`src/hdl/dscv_pkg.sv`:
```
`timescale 1ns / 1ps
// ----------------------------------------------------------------------------
// Decaying sine click voice package
// Shared types, constants, the semitone ratio table and the sine table builder.
// ----------------------------------------------------------------------------
package dscv_pkg;

    // Field widths
    localparam int unsigned NOTE_W    = 7;
    localparam int unsigned VEL_W     = 16;
    localparam int unsigned OCT_W     = 4;
    localparam int unsigned SEMI_W    = 4;
    localparam int unsigned RATIO_W   = 21;
    localparam int unsigned SHIFT_W   = 5;
    localparam int unsigned PHASE_W   = 32;
    localparam int unsigned AMP_W     = 16;
    localparam int unsigned ENV_W     = 24;
    localparam int unsigned OUT_W     = 16;
    localparam int unsigned CFG_W     = 32;

    // Shared multiplier
    localparam int unsigned MUL_A_W   = 32;
    localparam int unsigned MUL_B_W   = 24;
    localparam int unsigned MUL_P_W   = MUL_A_W + MUL_B_W;
    localparam int unsigned STEP_PROD_W = PHASE_W + RATIO_W;

    // Low slice of |sine|*amplitude, multiplied by the envelope on its own
    localparam int unsigned MAG_LO_W  = 20;

    // note / 12 as (note * 171) >> 11, exact for 7-bit notes
    localparam logic [7:0]         OCT_RECIP       = 8'd171;
    localparam int unsigned        OCT_RECIP_SHIFT = 11;
    localparam logic [NOTE_W-1:0]  SEMIS_PER_OCT   = 7'd12;
    // step = (a4 * ratio) >> (25 - octave), ratio in Q1.20, octave 5 unshifted
    localparam logic [SHIFT_W-1:0] STEP_BASE_SHIFT = 5'd25;

    localparam logic [MUL_B_W-1:0] AMP_SCALE = 24'd9830;   // 0.15 in Q0.16
    localparam logic [31:0]        AMP_ROUND = 32'd32768;
    localparam logic [ENV_W-1:0]   ENV_FULL  = 24'hFF_FFFF;

    // Configuration registers
    localparam int unsigned        APB_ADDR_W = 4;
    localparam logic [1:0]         REG_PHASE_STEP_A4 = 2'd0;
    localparam logic [1:0]         REG_DECAY_FACTOR  = 2'd1;
    localparam logic [1:0]         REG_STOP_THRESH   = 2'd2;
    localparam logic [31:0]        RST_PHASE_STEP_A4 = 32'd39370534;
    localparam logic [ENV_W-1:0]   RST_DECAY_FACTOR  = 24'd16760439;
    localparam logic [ENV_W-1:0]   RST_STOP_THRESH   = 24'd83886;

    // Command queue
    localparam int unsigned CMD_QUEUE_DEPTH = 2;
    localparam int unsigned CMD_QUEUE_PTR_W = $clog2(CMD_QUEUE_DEPTH);

    // Sine table build
    localparam int unsigned     ROM_ENTRY_W = 23;
    localparam longint unsigned ONE_Q30     = 64'd1 << 30;
    localparam longint unsigned HALF_PI_Q30 = 64'd1686629713;

    typedef struct packed {
        logic                start;
        logic [RATIO_W-1:0]  ratio;
        logic [SHIFT_W-1:0]  shift;
        logic [VEL_W-1:0]    velocity;
    } t_cmd;

    typedef struct packed {
        logic full;
        logic empty;
    } t_q_status;

    typedef struct packed {
        logic sounding;
        logic silent_pop;
    } t_back_status;

    // 2^((s-9)/12) in Q1.20
    function automatic logic [RATIO_W-1:0] f_semitone_ratio(input logic [SEMI_W-1:0] semi);
        logic [RATIO_W-1:0] r;
        unique case (semi)
            4'd0:    r = 21'd623487;
            4'd1:    r = 21'd660561;
            4'd2:    r = 21'd699841;
            4'd3:    r = 21'd741455;
            4'd4:    r = 21'd785544;
            4'd5:    r = 21'd832255;
            4'd6:    r = 21'd881744;
            4'd7:    r = 21'd934175;
            4'd8:    r = 21'd989724;
            4'd9:    r = 21'd1048576;
            4'd10:   r = 21'd1110928;
            4'd11:   r = 21'd1176987;
            default: r = '0;
        endcase
        return r;
    endfunction

    // Quarter-wave entry idx, sampled at bin centers; Q2.30 Horner series to x^11.
    // Evaluated at elaboration only.
    function automatic logic [ROM_ENTRY_W-1:0] f_sine_entry(input int unsigned idx,
                                                            input int unsigned stb,
                                                            input int unsigned sb);
        longint unsigned full;
        longint unsigned x;
        longint unsigned x2;
        longint unsigned t;
        longint unsigned s;
        longint unsigned v;
        full = (64'd1 << (sb - 1)) - 64'd1;
        x    = ((64'd2 * longint'(idx) + 64'd1) * HALF_PI_Q30) >> (stb - 1);
        x2   = (x * x) >> 30;
        t    = ONE_Q30 - x2 / 110;
        t    = ONE_Q30 - ((x2 * t) >> 30) / 72;
        t    = ONE_Q30 - ((x2 * t) >> 30) / 42;
        t    = ONE_Q30 - ((x2 * t) >> 30) / 20;
        t    = ONE_Q30 - ((x2 * t) >> 30) / 6;
        s    = (x * t) >> 30;
        v    = (s * full + (64'd1 << 29)) >> 30;
        if (v > full) begin
            v = full;
        end
        return ROM_ENTRY_W'(v);
    endfunction

endpackage

```
`src/hdl/dscv_if.sv`:
```
`timescale 1ns / 1ps
// ----------------------------------------------------------------------------
// Click voice channels
// Valid/ready channels for input items and output samples.
// ----------------------------------------------------------------------------
interface dscv_in_if;
    logic                       valid;
    logic                       ready;
    logic                       op;
    logic [dscv_pkg::NOTE_W-1:0] note;
    logic [dscv_pkg::VEL_W-1:0]  velocity;

    modport source (output valid, output op, output note, output velocity, input ready);
    modport sink   (input valid, input op, input note, input velocity, output ready);
endinterface

interface dscv_out_if;
    logic                             valid;
    logic                             ready;
    logic signed [dscv_pkg::OUT_W-1:0] sample;
    logic                             voice_active;

    modport source (output valid, output sample, output voice_active, input ready);
    modport sink   (input valid, input sample, input voice_active, output ready);
endinterface

```
`src/hdl/decaying_sine_click_voice_unit.sv`:
```
`timescale 1ns / 1ps
// ----------------------------------------------------------------------------
// Decaying sine click voice
// One metronome click voice: DDS sine, velocity amplitude, exponential decay.
// ----------------------------------------------------------------------------
// Usage:
//   i_in carries one beat per item: op 0 is a sample tick, op 1 starts a note
//   (note, velocity). A start returns nothing; every tick returns one beat on
//   o_out with a Q1.15 sample and voice_active (still sounding after it).
//   psel/penable/pwrite/paddr/pwdata program phase_step_a4 (0x0),
//   decay_factor (0x4) and stop_threshold (0x8); reads return the values.
//   Change them only while the voice is idle.
// Sequencing:
//   The front decodes beats into a two-deep queue; the back pops one command
//   at a time. A tick on a sounding voice runs IDLE, T_QA, T_HI, T_LO and
//   T_EMIT, driving four products through the one shared 32x24 multiplier
//   (envelope*decay, sine*amplitude, and two halves of that times the
//   envelope). A silent tick is loaded into the output register from idle;
//   a start runs S_AMP and S_DONE.
// Reset (i_rst_n low, synchronous): registers take their defaults, the queue
//   empties and the voice is silent. No clearing pass.
// Stall: results sit in the output register until o_out.ready; meanwhile the
//   queue keeps taking beats until it is full, then i_in.ready drops.
// ----------------------------------------------------------------------------
module decaying_sine_click_voice_unit #(
    parameter int unsigned SINE_TABLE_BITS = 10,
    parameter int unsigned SAMPLE_BITS     = 16
) (
    input  logic                              i_clk,
    input  logic                              i_rst_n,
    dscv_in_if.sink                           i_in,
    dscv_out_if.source                        o_out,
    input  logic                              psel,
    input  logic                              penable,
    input  logic                              pwrite,
    input  logic [dscv_pkg::APB_ADDR_W-1:0]   paddr,
    input  logic [dscv_pkg::CFG_W-1:0]        pwdata,
    output logic [dscv_pkg::CFG_W-1:0]        prdata,
    output logic                              pready
);

    // configuration registers
    logic [dscv_pkg::PHASE_W-1:0]  r_phase_step_a4;
    logic [dscv_pkg::ENV_W-1:0]    r_decay_factor;
    logic [dscv_pkg::ENV_W-1:0]    r_stop_threshold;
    logic                          w_cfg_wr;
    logic [1:0]                    w_reg_idx;

    assign pready    = 1'b1;
    assign w_cfg_wr  = psel && penable && pwrite && pready;
    assign w_reg_idx = paddr[3:2];

    always_ff @(posedge i_clk) begin
        if (!i_rst_n) begin
            r_phase_step_a4  <= dscv_pkg::RST_PHASE_STEP_A4;
            r_decay_factor   <= dscv_pkg::RST_DECAY_FACTOR;
            r_stop_threshold <= dscv_pkg::RST_STOP_THRESH;
        end else if (w_cfg_wr) begin
            unique case (w_reg_idx)
                dscv_pkg::REG_PHASE_STEP_A4: r_phase_step_a4  <= pwdata;
                dscv_pkg::REG_DECAY_FACTOR:  r_decay_factor   <= pwdata[dscv_pkg::ENV_W-1:0];
                dscv_pkg::REG_STOP_THRESH:   r_stop_threshold <= pwdata[dscv_pkg::ENV_W-1:0];
                default: begin
                end
            endcase
        end
    end

    always_comb begin
        unique case (w_reg_idx)
            dscv_pkg::REG_PHASE_STEP_A4: prdata = r_phase_step_a4;
            dscv_pkg::REG_DECAY_FACTOR:  prdata = dscv_pkg::CFG_W'(r_decay_factor);
            dscv_pkg::REG_STOP_THRESH:   prdata = dscv_pkg::CFG_W'(r_stop_threshold);
            default:                     prdata = '0;
        endcase
    end

    // front -> queue -> back
    logic                      w_cmd_valid;
    dscv_pkg::t_cmd            w_cmd;
    logic                      w_cmd_ready;
    logic                      w_head_valid;
    dscv_pkg::t_cmd            w_head;
    logic                      w_pop;
    dscv_pkg::t_q_status       w_q_status;
    dscv_pkg::t_back_status    w_back_status;

    dscv_front u_front (
        .i_in        (i_in),
        .o_cmd_valid (w_cmd_valid),
        .o_cmd       (w_cmd),
        .i_cmd_ready (w_cmd_ready)
    );

    dscv_queue u_queue (
        .i_clk        (i_clk),
        .i_rst_n      (i_rst_n),
        .i_push_valid (w_cmd_valid),
        .i_push_cmd   (w_cmd),
        .o_push_ready (w_cmd_ready),
        .o_head_valid (w_head_valid),
        .o_head       (w_head),
        .i_pop        (w_pop),
        .o_status     (w_q_status)
    );

    dscv_back #(
        .SINE_TABLE_BITS (SINE_TABLE_BITS),
        .SAMPLE_BITS     (SAMPLE_BITS)
    ) u_back (
        .i_clk            (i_clk),
        .i_rst_n          (i_rst_n),
        .i_head_valid     (w_head_valid),
        .i_head           (w_head),
        .o_pop            (w_pop),
        .i_phase_step_a4  (r_phase_step_a4),
        .i_decay_factor   (r_decay_factor),
        .i_stop_threshold (r_stop_threshold),
        .o_status         (w_back_status),
        .o_out            (o_out)
    );

    // a pop never reaches an empty queue
    a_pop_not_empty: assert property (@(posedge i_clk) disable iff (!i_rst_n)
        w_pop |-> !w_q_status.empty)
        else $error("pop from empty command queue");

    // a tick on a silent voice gives a zero, inactive sample next cycle
    a_silent_tick: assert property (@(posedge i_clk) disable iff (!i_rst_n)
        w_back_status.silent_pop |=>
            (o_out.valid && (o_out.sample == '0) && !o_out.voice_active))
        else $error("silent tick result wrong");

    // a pending active result implies the voice is still sounding
    a_active_sounding: assert property (@(posedge i_clk) disable iff (!i_rst_n)
        (o_out.valid && o_out.voice_active) |-> w_back_status.sounding)
        else $error("active result while voice silent");

endmodule

```
`src/hdl/dscv_front.sv`:
```
`timescale 1ns / 1ps
// ----------------------------------------------------------------------------
// Click voice front end
// Takes input beats and decodes them into commands: op, ratio, octave shift.
// ----------------------------------------------------------------------------
module dscv_front (
    dscv_in_if.sink              i_in,
    output logic                 o_cmd_valid,
    output dscv_pkg::t_cmd       o_cmd,
    input  logic                 i_cmd_ready
);

    logic [14:0]                     w_oct_prod;
    logic [dscv_pkg::OCT_W-1:0]      w_oct;
    logic [dscv_pkg::NOTE_W-1:0]     w_semi_full;

    assign w_oct_prod  = 15'(i_in.note) * 15'(dscv_pkg::OCT_RECIP);
    assign w_oct       = w_oct_prod[14:dscv_pkg::OCT_RECIP_SHIFT];
    assign w_semi_full = i_in.note - dscv_pkg::NOTE_W'(w_oct) * dscv_pkg::SEMIS_PER_OCT;

    assign o_cmd_valid    = i_in.valid;
    assign i_in.ready     = i_cmd_ready;
    assign o_cmd.start    = i_in.op;
    assign o_cmd.ratio    = dscv_pkg::f_semitone_ratio(w_semi_full[dscv_pkg::SEMI_W-1:0]);
    assign o_cmd.shift    = dscv_pkg::STEP_BASE_SHIFT - dscv_pkg::SHIFT_W'(w_oct);
    assign o_cmd.velocity = i_in.velocity;

endmodule

```
`src/hdl/dscv_queue.sv`:
```
`timescale 1ns / 1ps
// ----------------------------------------------------------------------------
// Click voice command queue
// Short FIFO between front and back end.
// ----------------------------------------------------------------------------
module dscv_queue (
    input  logic                  i_clk,
    input  logic                  i_rst_n,
    input  logic                  i_push_valid,
    input  dscv_pkg::t_cmd        i_push_cmd,
    output logic                  o_push_ready,
    output logic                  o_head_valid,
    output dscv_pkg::t_cmd        o_head,
    input  logic                  i_pop,
    output dscv_pkg::t_q_status   o_status
);

    localparam int unsigned PW = dscv_pkg::CMD_QUEUE_PTR_W;

    dscv_pkg::t_cmd  r_mem [dscv_pkg::CMD_QUEUE_DEPTH];
    logic [PW-1:0]   r_wr_ptr;
    logic [PW-1:0]   r_rd_ptr;
    logic [PW:0]     r_count;
    logic            w_push;
    logic            w_pop;

    assign o_status.full  = (r_count == (PW+1)'(dscv_pkg::CMD_QUEUE_DEPTH));
    assign o_status.empty = (r_count == '0);
    assign o_push_ready   = !o_status.full;
    assign o_head_valid   = !o_status.empty;
    assign o_head         = r_mem[r_rd_ptr];
    assign w_push         = i_push_valid && !o_status.full;
    assign w_pop          = i_pop && !o_status.empty;

    always_ff @(posedge i_clk) begin
        if (w_push) begin
            r_mem[r_wr_ptr] <= i_push_cmd;
        end
    end

    always_ff @(posedge i_clk) begin
        if (!i_rst_n) begin
            r_wr_ptr <= '0;
            r_rd_ptr <= '0;
            r_count  <= '0;
        end else begin
            if (w_push) begin
                r_wr_ptr <= r_wr_ptr + PW'(1);
            end
            if (w_pop) begin
                r_rd_ptr <= r_rd_ptr + PW'(1);
            end
            if (w_push && !w_pop) begin
                r_count <= r_count + (PW+1)'(1);
            end else if (w_pop && !w_push) begin
                r_count <= r_count - (PW+1)'(1);
            end
        end
    end

endmodule

```
`src/hdl/dscv_back.sv`:
```
`timescale 1ns / 1ps
// ----------------------------------------------------------------------------
// Click voice back end
// Voice state, sine table and a shared 32x24 multiplier sequenced per command.
// ----------------------------------------------------------------------------
module dscv_back #(
    parameter int unsigned SINE_TABLE_BITS = 10,
    parameter int unsigned SAMPLE_BITS     = 16
) (
    input  logic                          i_clk,
    input  logic                          i_rst_n,
    input  logic                          i_head_valid,
    input  dscv_pkg::t_cmd                i_head,
    output logic                          o_pop,
    input  logic [dscv_pkg::PHASE_W-1:0]  i_phase_step_a4,
    input  logic [dscv_pkg::ENV_W-1:0]    i_decay_factor,
    input  logic [dscv_pkg::ENV_W-1:0]    i_stop_threshold,
    output dscv_pkg::t_back_status        o_status,
    dscv_out_if.source                    o_out
);

    localparam int unsigned QLEN  = 1 << (SINE_TABLE_BITS - 2);
    localparam int unsigned KW    = SINE_TABLE_BITS - 2;
    localparam int unsigned QW    = SAMPLE_BITS - 1;
    localparam int unsigned MW    = QW + dscv_pkg::AMP_W;
    localparam int unsigned LOW   = dscv_pkg::MAG_LO_W;
    localparam int unsigned HW    = MW - LOW;
    localparam int unsigned EW    = dscv_pkg::ENV_W;
    localparam int unsigned ACC_W = HW + EW;
    localparam int unsigned SUM_W = MW + EW + 1;
    localparam int unsigned OW    = dscv_pkg::OUT_W;
    localparam logic [SUM_W-1:0] RND = SUM_W'(1) << (SAMPLE_BITS + 23);

    typedef enum logic [6:0] {
        ST_IDLE   = 7'b0000001,
        ST_S_AMP  = 7'b0000010,
        ST_S_DONE = 7'b0000100,
        ST_T_QA   = 7'b0001000,
        ST_T_HI   = 7'b0010000,
        ST_T_LO   = 7'b0100000,
        ST_T_EMIT = 7'b1000000
    } t_state;

    // quarter-wave sine table
    logic [QW-1:0] w_rom [QLEN];
    for (genvar g = 0; g < QLEN; g++) begin : g_rom
        localparam logic [dscv_pkg::ROM_ENTRY_W-1:0] ENTRY =
            dscv_pkg::f_sine_entry(g, SINE_TABLE_BITS, SAMPLE_BITS);
        assign w_rom[g] = ENTRY[QW-1:0];
    end

    t_state                            r_state;
    t_state                            n_state;
    logic                              r_sounding;
    logic [dscv_pkg::PHASE_W-1:0]      r_phase;
    logic [dscv_pkg::PHASE_W-1:0]      r_step;
    logic [dscv_pkg::AMP_W-1:0]        r_amp;
    logic [EW-1:0]                     r_env;
    logic [EW-1:0]                     r_env_next;
    logic [dscv_pkg::SHIFT_W-1:0]      r_shift;
    logic [dscv_pkg::VEL_W-1:0]        r_vel;
    logic [QW-1:0]                     r_q;
    logic                              r_neg;
    logic [LOW-1:0]                    r_lo;
    logic [ACC_W-1:0]                  r_acc;
    logic [dscv_pkg::MUL_P_W-1:0]      r_prod;
    logic                              r_out_valid;
    logic signed [OW-1:0]              r_sample;
    logic                              r_active;

    logic [dscv_pkg::MUL_A_W-1:0]      w_mul_a;
    logic [dscv_pkg::MUL_B_W-1:0]      w_mul_b;
    logic [dscv_pkg::MUL_P_W-1:0]      w_prod;
    logic                              w_mul_en;
    logic                              w_out_free;
    logic                              w_out_load;
    logic signed [OW-1:0]              w_out_sample;
    logic                              w_out_active;
    logic                              w_silent_pop;
    logic [KW-1:0]                     w_k;
    logic [dscv_pkg::STEP_PROD_W-1:0]  w_step_full;
    logic [31:0]                       w_amp_sum;
    logic [SUM_W-1:0]                  w_sum;
    logic [OW-1:0]                     w_mag;
    logic [OW-2:0]                     w_mag_sat;
    logic signed [OW-1:0]              w_sample;
    logic                              w_env_live;

    assign w_out_free = !r_out_valid || o_out.ready;
    assign w_k = r_phase[30] ? ~r_phase[29 -: KW] : r_phase[29 -: KW];
    assign w_prod = w_mul_a * w_mul_b;
    assign w_step_full = r_prod[dscv_pkg::STEP_PROD_W-1:0] >> r_shift;
    assign w_amp_sum = r_prod[31:0] + dscv_pkg::AMP_ROUND;

    // |sine|*amp*env = (hi*env << LOW) + lo*env, rounded to Q1.15
    assign w_sum = SUM_W'({r_acc, {LOW{1'b0}}}) + SUM_W'(r_prod[LOW+EW-1:0]) + RND;
    assign w_mag = w_sum[SUM_W-1:SAMPLE_BITS+24];
    assign w_mag_sat = w_mag[OW-1] ? {(OW-1){1'b1}} : w_mag[OW-2:0];
    assign w_sample = r_neg ? OW'(0) - {1'b0, w_mag_sat} : {1'b0, w_mag_sat};
    assign w_env_live = (r_env_next > i_stop_threshold);

    always_comb begin
        n_state      = r_state;
        o_pop        = 1'b0;
        w_mul_en     = 1'b0;
        w_mul_a      = '0;
        w_mul_b      = '0;
        w_out_load   = 1'b0;
        w_out_sample = '0;
        w_out_active = 1'b0;
        w_silent_pop = 1'b0;
        unique case (r_state)
            ST_IDLE: begin
                if (i_head_valid) begin
                    priority if (i_head.start) begin
                        o_pop    = 1'b1;
                        w_mul_en = 1'b1;
                        w_mul_a  = i_phase_step_a4;
                        w_mul_b  = dscv_pkg::MUL_B_W'(i_head.ratio);
                        n_state  = ST_S_AMP;
                    end else if (r_sounding) begin
                        o_pop    = 1'b1;
                        w_mul_en = 1'b1;
                        w_mul_a  = dscv_pkg::MUL_A_W'(r_env);
                        w_mul_b  = i_decay_factor;
                        n_state  = ST_T_QA;
                    end else if (w_out_free) begin
                        o_pop        = 1'b1;
                        w_out_load   = 1'b1;
                        w_silent_pop = 1'b1;
                    end else begin
                        // silent tick waits for the output register
                        o_pop = 1'b0;
                    end
                end
            end
            ST_S_AMP: begin
                w_mul_en = 1'b1;
                w_mul_a  = dscv_pkg::MUL_A_W'(r_vel);
                w_mul_b  = dscv_pkg::AMP_SCALE;
                n_state  = ST_S_DONE;
            end
            ST_S_DONE: begin
                n_state = ST_IDLE;
            end
            ST_T_QA: begin
                w_mul_en = 1'b1;
                w_mul_a  = dscv_pkg::MUL_A_W'(r_q);
                w_mul_b  = dscv_pkg::MUL_B_W'(r_amp);
                n_state  = ST_T_HI;
            end
            ST_T_HI: begin
                w_mul_en = 1'b1;
                w_mul_a  = dscv_pkg::MUL_A_W'(r_prod[MW-1:LOW]);
                w_mul_b  = r_env;
                n_state  = ST_T_LO;
            end
            ST_T_LO: begin
                w_mul_en = 1'b1;
                w_mul_a  = dscv_pkg::MUL_A_W'(r_lo);
                w_mul_b  = r_env;
                n_state  = ST_T_EMIT;
            end
            ST_T_EMIT: begin
                if (w_out_free) begin
                    w_out_load   = 1'b1;
                    w_out_sample = w_sample;
                    w_out_active = w_env_live;
                    n_state      = ST_IDLE;
                end
            end
            default: begin
                n_state = ST_IDLE;
            end
        endcase
    end

    // control
    always_ff @(posedge i_clk) begin
        if (!i_rst_n) begin
            r_state     <= ST_IDLE;
            r_sounding  <= 1'b0;
            r_out_valid <= 1'b0;
        end else begin
            r_state <= n_state;
            if (w_out_load) begin
                r_out_valid <= 1'b1;
            end else if (o_out.ready) begin
                r_out_valid <= 1'b0;
            end
            if (r_state == ST_S_DONE) begin
                r_sounding <= 1'b1;
            end else if (r_state == ST_T_EMIT && w_out_free) begin
                r_sounding <= w_env_live;
            end
        end
    end

    // datapath
    always_ff @(posedge i_clk) begin
        if (w_mul_en) begin
            r_prod <= w_prod;
        end
        if (w_out_load) begin
            r_sample <= w_out_sample;
            r_active <= w_out_active;
        end
        unique case (r_state)
            ST_IDLE: begin
                if (o_pop && i_head.start) begin
                    r_shift <= i_head.shift;
                    r_vel   <= i_head.velocity;
                end
                r_q   <= w_rom[w_k];
                r_neg <= r_phase[31];
            end
            ST_S_AMP: begin
                r_step <= w_step_full[dscv_pkg::PHASE_W-1:0];
            end
            ST_S_DONE: begin
                r_amp   <= w_amp_sum[31:16];
                r_env   <= dscv_pkg::ENV_FULL;
                r_phase <= '0;
            end
            ST_T_QA: begin
                r_env_next <= r_prod[2*EW-1:EW];
            end
            ST_T_HI: begin
                r_lo <= r_prod[LOW-1:0];
            end
            ST_T_LO: begin
                r_acc <= r_prod[ACC_W-1:0];
            end
            ST_T_EMIT: begin
                if (w_out_free) begin
                    r_phase <= r_phase + r_step;
                    r_env   <= r_env_next;
                end
            end
            default: begin
            end
        endcase
    end

    assign o_out.valid        = r_out_valid;
    assign o_out.sample       = r_sample;
    assign o_out.voice_active = r_active;

    assign o_status.sounding   = r_sounding;
    assign o_status.silent_pop = w_silent_pop;

endmodule

```
`src/flat_wrapper.sv`:
```
// flat-port wrapper written by rule: the top's interface ports become plain ports
module decaying_sine_click_voice_unit_flat 
#(
    parameter int unsigned SINE_TABLE_BITS = 10,
    parameter int unsigned SAMPLE_BITS     = 16
)
  (i_clk, i_rst_n, psel, penable, pwrite, paddr, pwdata, prdata, pready, i_in_valid, i_in_op, i_in_note, i_in_velocity, i_in_ready, o_out_valid, o_out_sample, o_out_voice_active, o_out_ready);
  dscv_in_if i_in_i ();
  dscv_out_if o_out_i ();
  input  logic i_clk;
  input  logic i_rst_n;
  input  logic psel;
  input  logic penable;
  input  logic pwrite;
  input  logic [dscv_pkg::APB_ADDR_W-1:0] paddr;
  input  logic [dscv_pkg::CFG_W-1:0] pwdata;
  output logic [dscv_pkg::CFG_W-1:0] prdata;
  output logic pready;
  input wire logic [$bits(i_in_i.valid)-1:0] i_in_valid;
  input wire logic [$bits(i_in_i.op)-1:0] i_in_op;
  input wire logic [$bits(i_in_i.note)-1:0] i_in_note;
  input wire logic [$bits(i_in_i.velocity)-1:0] i_in_velocity;
  output wire logic [$bits(i_in_i.ready)-1:0] i_in_ready;
  output wire logic [$bits(o_out_i.valid)-1:0] o_out_valid;
  output wire logic [$bits(o_out_i.sample)-1:0] o_out_sample;
  output wire logic [$bits(o_out_i.voice_active)-1:0] o_out_voice_active;
  input wire logic [$bits(o_out_i.ready)-1:0] o_out_ready;
  assign i_in_i.valid = i_in_valid;
  assign i_in_i.op = i_in_op;
  assign i_in_i.note = i_in_note;
  assign i_in_i.velocity = i_in_velocity;
  assign i_in_ready = i_in_i.ready;
  assign o_out_valid = o_out_i.valid;
  assign o_out_sample = o_out_i.sample;
  assign o_out_voice_active = o_out_i.voice_active;
  assign o_out_i.ready = o_out_ready;
  decaying_sine_click_voice_unit #(.SINE_TABLE_BITS(SINE_TABLE_BITS), .SAMPLE_BITS(SAMPLE_BITS)) u_core (.i_clk(i_clk), .i_rst_n(i_rst_n), .i_in(i_in_i), .o_out(o_out_i), .psel(psel), .penable(penable), .pwrite(pwrite), .paddr(paddr), .pwdata(pwdata), .prdata(prdata), .pready(pready));
endmodule
```
`config.mk`:
```
export PLATFORM = sky130hd
export DESIGN_NAME = decaying_sine_click_voice_unit_flat
export DESIGN_NICKNAME = d
export VERILOG_FILES = /design/src/hdl/dscv_pkg.sv /design/src/hdl/dscv_if.sv /design/src/hdl/decaying_sine_click_voice_unit.sv /design/src/hdl/dscv_front.sv /design/src/hdl/dscv_queue.sv /design/src/hdl/dscv_back.sv /design/src/flat_wrapper.sv
export SDC_FILE = /design/constraint.sdc
export NUM_CORES = 2
export LEC_CHECK = 0
export BUFFER_PORTS_ARGS = -buffer_cell sky130_fd_sc_hd__buf_4
export CAP_MARGIN = 0
export CELL_PAD_IN_SITES_DETAIL_PLACEMENT = 0
export CELL_PAD_IN_SITES_GLOBAL_PLACEMENT = 2
export CORE_MARGIN = 2
export CORE_UTILIZATION = 40
export CTS_CLUSTER_DIAMETER = 150
export DETAILED_ROUTE_END_ITERATION = 7
export GPL_ROUTABILITY_DRIVEN = 1
export PLACE_DENSITY = 0.84
export SLEW_MARGIN = 40
export SYNTH_ARGS = -nofsm -noshare
export SYNTH_HDL_FRONTEND = slang
export SYNTH_SLANG_ARGS = --single-unit
```
`constraint.sdc`:
```
create_clock -name i_clk -period 14.3 [get_ports i_clk]
set_input_delay 3.575 -clock i_clk [delete_from_list [all_inputs] [get_ports i_clk]]
set_output_delay 3.575 -clock i_clk [all_outputs]
set_load 0.005 [all_outputs]
```
==> summary.md <==
| Metric | Value |
|---|---|
| Status | `completed` |
| Router iterations before antenna repair | `6` |
| HP Class | `reg2reg` |
| Layout cell share with drive strength beyond 1 | `a little under a tenth` |
| Post-CTS Repair Setup Buffers | `0` |
| Register area share after synthesis | `roughly 25%` |
| CTS Buf Count | `52` |
| Area growth syn-to-layout | `9.53%` |
| Critical Path AT | `approximately 12000 ps` |
| Worst r2r src | `u_core.u_back.r_state[5]` |
| Hpwl dp | `~150 mm` |
| Fin crit share | `roughly four fifths` |
| Library cells used by synthesis | `110` |
| Clock tree buffer depth | `3` |
| Crit-path max FO | `between 40 and 50` |
| # rows | `roughly 130` |
| Die Span X | `roughly 370 µm` |
| Post-DRT Antenna Nets | `0` |
| PwrDens | `~120 nW/µm²` |
| Vias in the first global route | `about 43k` |
| Syn Area/Cell | `9.18 µm²` |
| Sum of negative setup slack | `0 ps` |
| Max incr delay on CP | `640 ps` |
| Number of enable flip-flop cells after synthesis | `between 300 and 400` |
| H-tree Lvls | `2` |
| Synth Instances | `approximately 6k` |
| All-layer global routing usage | `around 28%` |
| Count of warnings emitted by yosys | `0` |
| CP most frequent cell | `fa_1` |
| Yosys reg bits | `470` |
| Setup CP Type | `reg2reg` |
| Synth area leader | `fa_1` |
| Area taken by multi-input logic gates | `approximately 36000 µm²` |
| WL final | `between 150 and 200 mm` |
| Total number of vias | `43.7k` |
| Most used DFF post-synth | `edfxtp_1` |
| CTS tree | `done` |
| Dominant cells by area after synthesis | `fa_1 25%, edfxtp_1 21%, ha_1 7.6%` |
| CTS Sinks | `470` |
| Gpl congestion | `roughly 0.95` |
| Design Area, Final | `about 59000 µm²` |
| Worst-Skew Late Latency | `650 ps` |
| CTS clock-pin slew for the worst setup and hold paths | `~70 ps` |
| DP Area | `56700 µm²` |
| Synth cell count leaders | `911 x nand2_1, 820 x inv_1, 666 x fa_1` |
| CP Launch Point | `u_core.u_back.r_state[5]` |
| F_max | `about 89 MHz` |
| Pin count of the biggest net entering global routing | `between 90 and 100` |
| Die area | `137000 µm²` |
| Initial DRC count | `4717` |
| Post-DR wirelength/cell | `around 25 µm` |
| Via density | `5.71` |
| CP startpoint kind | `flip-flop` |
| VDD IR max | `between 0.1 and 0.15 mV` |
| Setup crit end kind | `flip-flop` |
| Endpoints failing setup | `0` |
| Post_cts resized | `0` |
| Filler cells | `between 10k and 15k` |
| GR Overflow Total | `0` |
| RSZ-0062 raised after global routing | `no` |
| Least-Margin Pin Slew | `roughly 1000 ps` |
| Async S/R FF share, synth | `0%` |
| Relative slew slack | `between 30 and 40%` |
| DRC | `0` |
| Synth top area share | `~25%` |
| Global-route wire length before repair | `between 200 and 300 mm` |
| Leakage Power | `between 20 and 25 nW` |
| Die Height | `between 300 and 400 µm` |
| Most common cell in the netlist | `nand2_1` |
| Initial Util | `approximately 40%` |
| Hold Fails Final Rpt | `0` |
| R2r worst-path depth | `35` |
| Ports | `around 120` |
| Synthesized cell area | `~54000 µm²` |
| Hold buffers post-CTS | `0` |
| Clock period minus final worst setup slack | `between 10000 and 15000 ps` |
| Clock Skews | `between 50 and 60 ps` |
| Seq. cell area | `13200 µm²` |
| IO buf count | `about 120` |
| Worst EP required | `14690 ps` |
| Crit path to | `u_core.u_back.r_prod[52]` |
| Worst R2R End | `u_core.u_back.r_prod[52]` |
| Slowest-stage cell, CP | `buf_4` |
| Final Slew Violations | `0` |
| Max-cap viol count | `0` |
| Initial antenna violation count | `9` |
| Core Box Area | `about 130000 µm²` |
| Nets | `around 6.9k` |
| R2r setup slk | `slightly above 3000 ps` |
| Clk Tree Root Cell | `clkbuf_16` |
## cell usage in the layout (no fill, tap or decap), types with 45 or more instances in the layout
cell type    n
nor2_1     535
nor3_1      60
mux2i_1     91
a21o_1      59
nand2_1    909
nand3_1    109
o21ai_0    205
ha_1       327
and2_1      53
fa_1       666
inv_1      819
buf_4      262
nand2b_1    45
dfxtp_1     93
o211ai_1    51
edfxtp_1   376
clkbuf_16   54
xnor2_1     80
a21oi_1    238
## worst min-delay path by stage
stage               slack (ps)                     endpoint  cells past startpoint                   startpoint
global placement           470          u_core.u_back.r_neg                      0    u_core.u_back.r_phase[31]
CTS                        480  u_core.r_stop_threshold[13]                      2  u_core.r_stop_threshold[13]
detailed placement         470  u_core.r_stop_threshold[13]                      2  u_core.r_stop_threshold[13]
global route               500          u_core.u_back.r_neg                      0    u_core.u_back.r_phase[31]
finish                     490  u_core.r_stop_threshold[13]                      2  u_core.r_stop_threshold[13]
floorplan                  440       u_core.u_back.r_acc[0]                      0      u_core.u_back.r_prod[0]
## per-layer routing
layer	share of wire [%]	track usage [%]
met1	44	40.6
met2	43	42.0
met3	9.6	6.15
met4	3.9	9.83
met5	0.011	0
## through the flow
step | hold WS (ps) | setup WS, ps | total power, mW | util (%) | instances
floorplan | 444 | 5250 | 4.13 | - | 5849
global placement | 469 | 3160 | 5.46 | 42.5 | 7545
detailed placement | 474 | 3150 | 5.50 | 42.6 | 7549
CTS | 483 | 3120 | 7.00 | 44.0 | 7647
global route | 500 | 2510 | 7.38 | 44.0 | 7648
finish | 487 | 3060 | 7.01 | 44.0 | 7649
## where the power goes
group | internal, mW | switching (mW) | total [mW]
clock | 0.855 | 0.630 | 1.48
combinational | 1.16 | 2.33 | 3.49
sequential | 1.83 | 0.206 | 2.04
## cell type report
cell class	instances	area share, %
antenna	2	0.00854
timing repair buffer	265	3.42
clock inverter	34	0.745
tap	1768	3.77
sequential	470	22.5
multi-input combinational	4222	61.8
inverter	824	5.28
clock buffer	64	2.45
## state kept, by name, summed over array words and instances (netlist names), 20 cells and up, named ones only
name and cells:
u_core.u_back.r_env_next 24, u_core.u_back.r_step 32, u_core.r_decay_factor 24, u_core.u_back.r_prod 53
u_core.r_phase_step_a4 32, u_core.r_stop_threshold 24, u_core.u_queue.r_mem 86, u_core.u_back.r_env 24
u_core.u_back.r_lo 20, u_core.u_back.r_acc 35, u_core.u_back.r_phase 32
## cell families (layout without fill, tap and decap cells)
| family | after synthesis | after routing | share of synthesized area (%) |
|---|---|---|---|
| XOR/XNOR | 130 | 130 | 2.26 |
| flip-flops | 470 | 470 | 24.6 |
| buffers and inverters | 1157 | 1187 | 8.42 |
| multiplexers | 165 | 165 | 4.10 |
| AND/OR/NAND/NOR | 1887 | 1887 | 15.1 |
| AO/OA/AOI/OAI | 1028 | 1028 | 12.9 |
| adder cells (fa/ha/maj) | 993 | 993 | 32.6 |
| other | 2 | 21 | 0.0140 |
## worst max-delay path, delay by kind of cell (launching register included)
family                   cells  cell delay [ps]
XOR/XNOR                     1              140
adder cells (fa/ha/maj)      8             3850
AO/OA/AOI/OAI                9             2600
flip-flops                   1              380
AND/OR/NAND/NOR              8             1790
buffers and inverters        9             2170
Power figures use the tool's default switching activity.
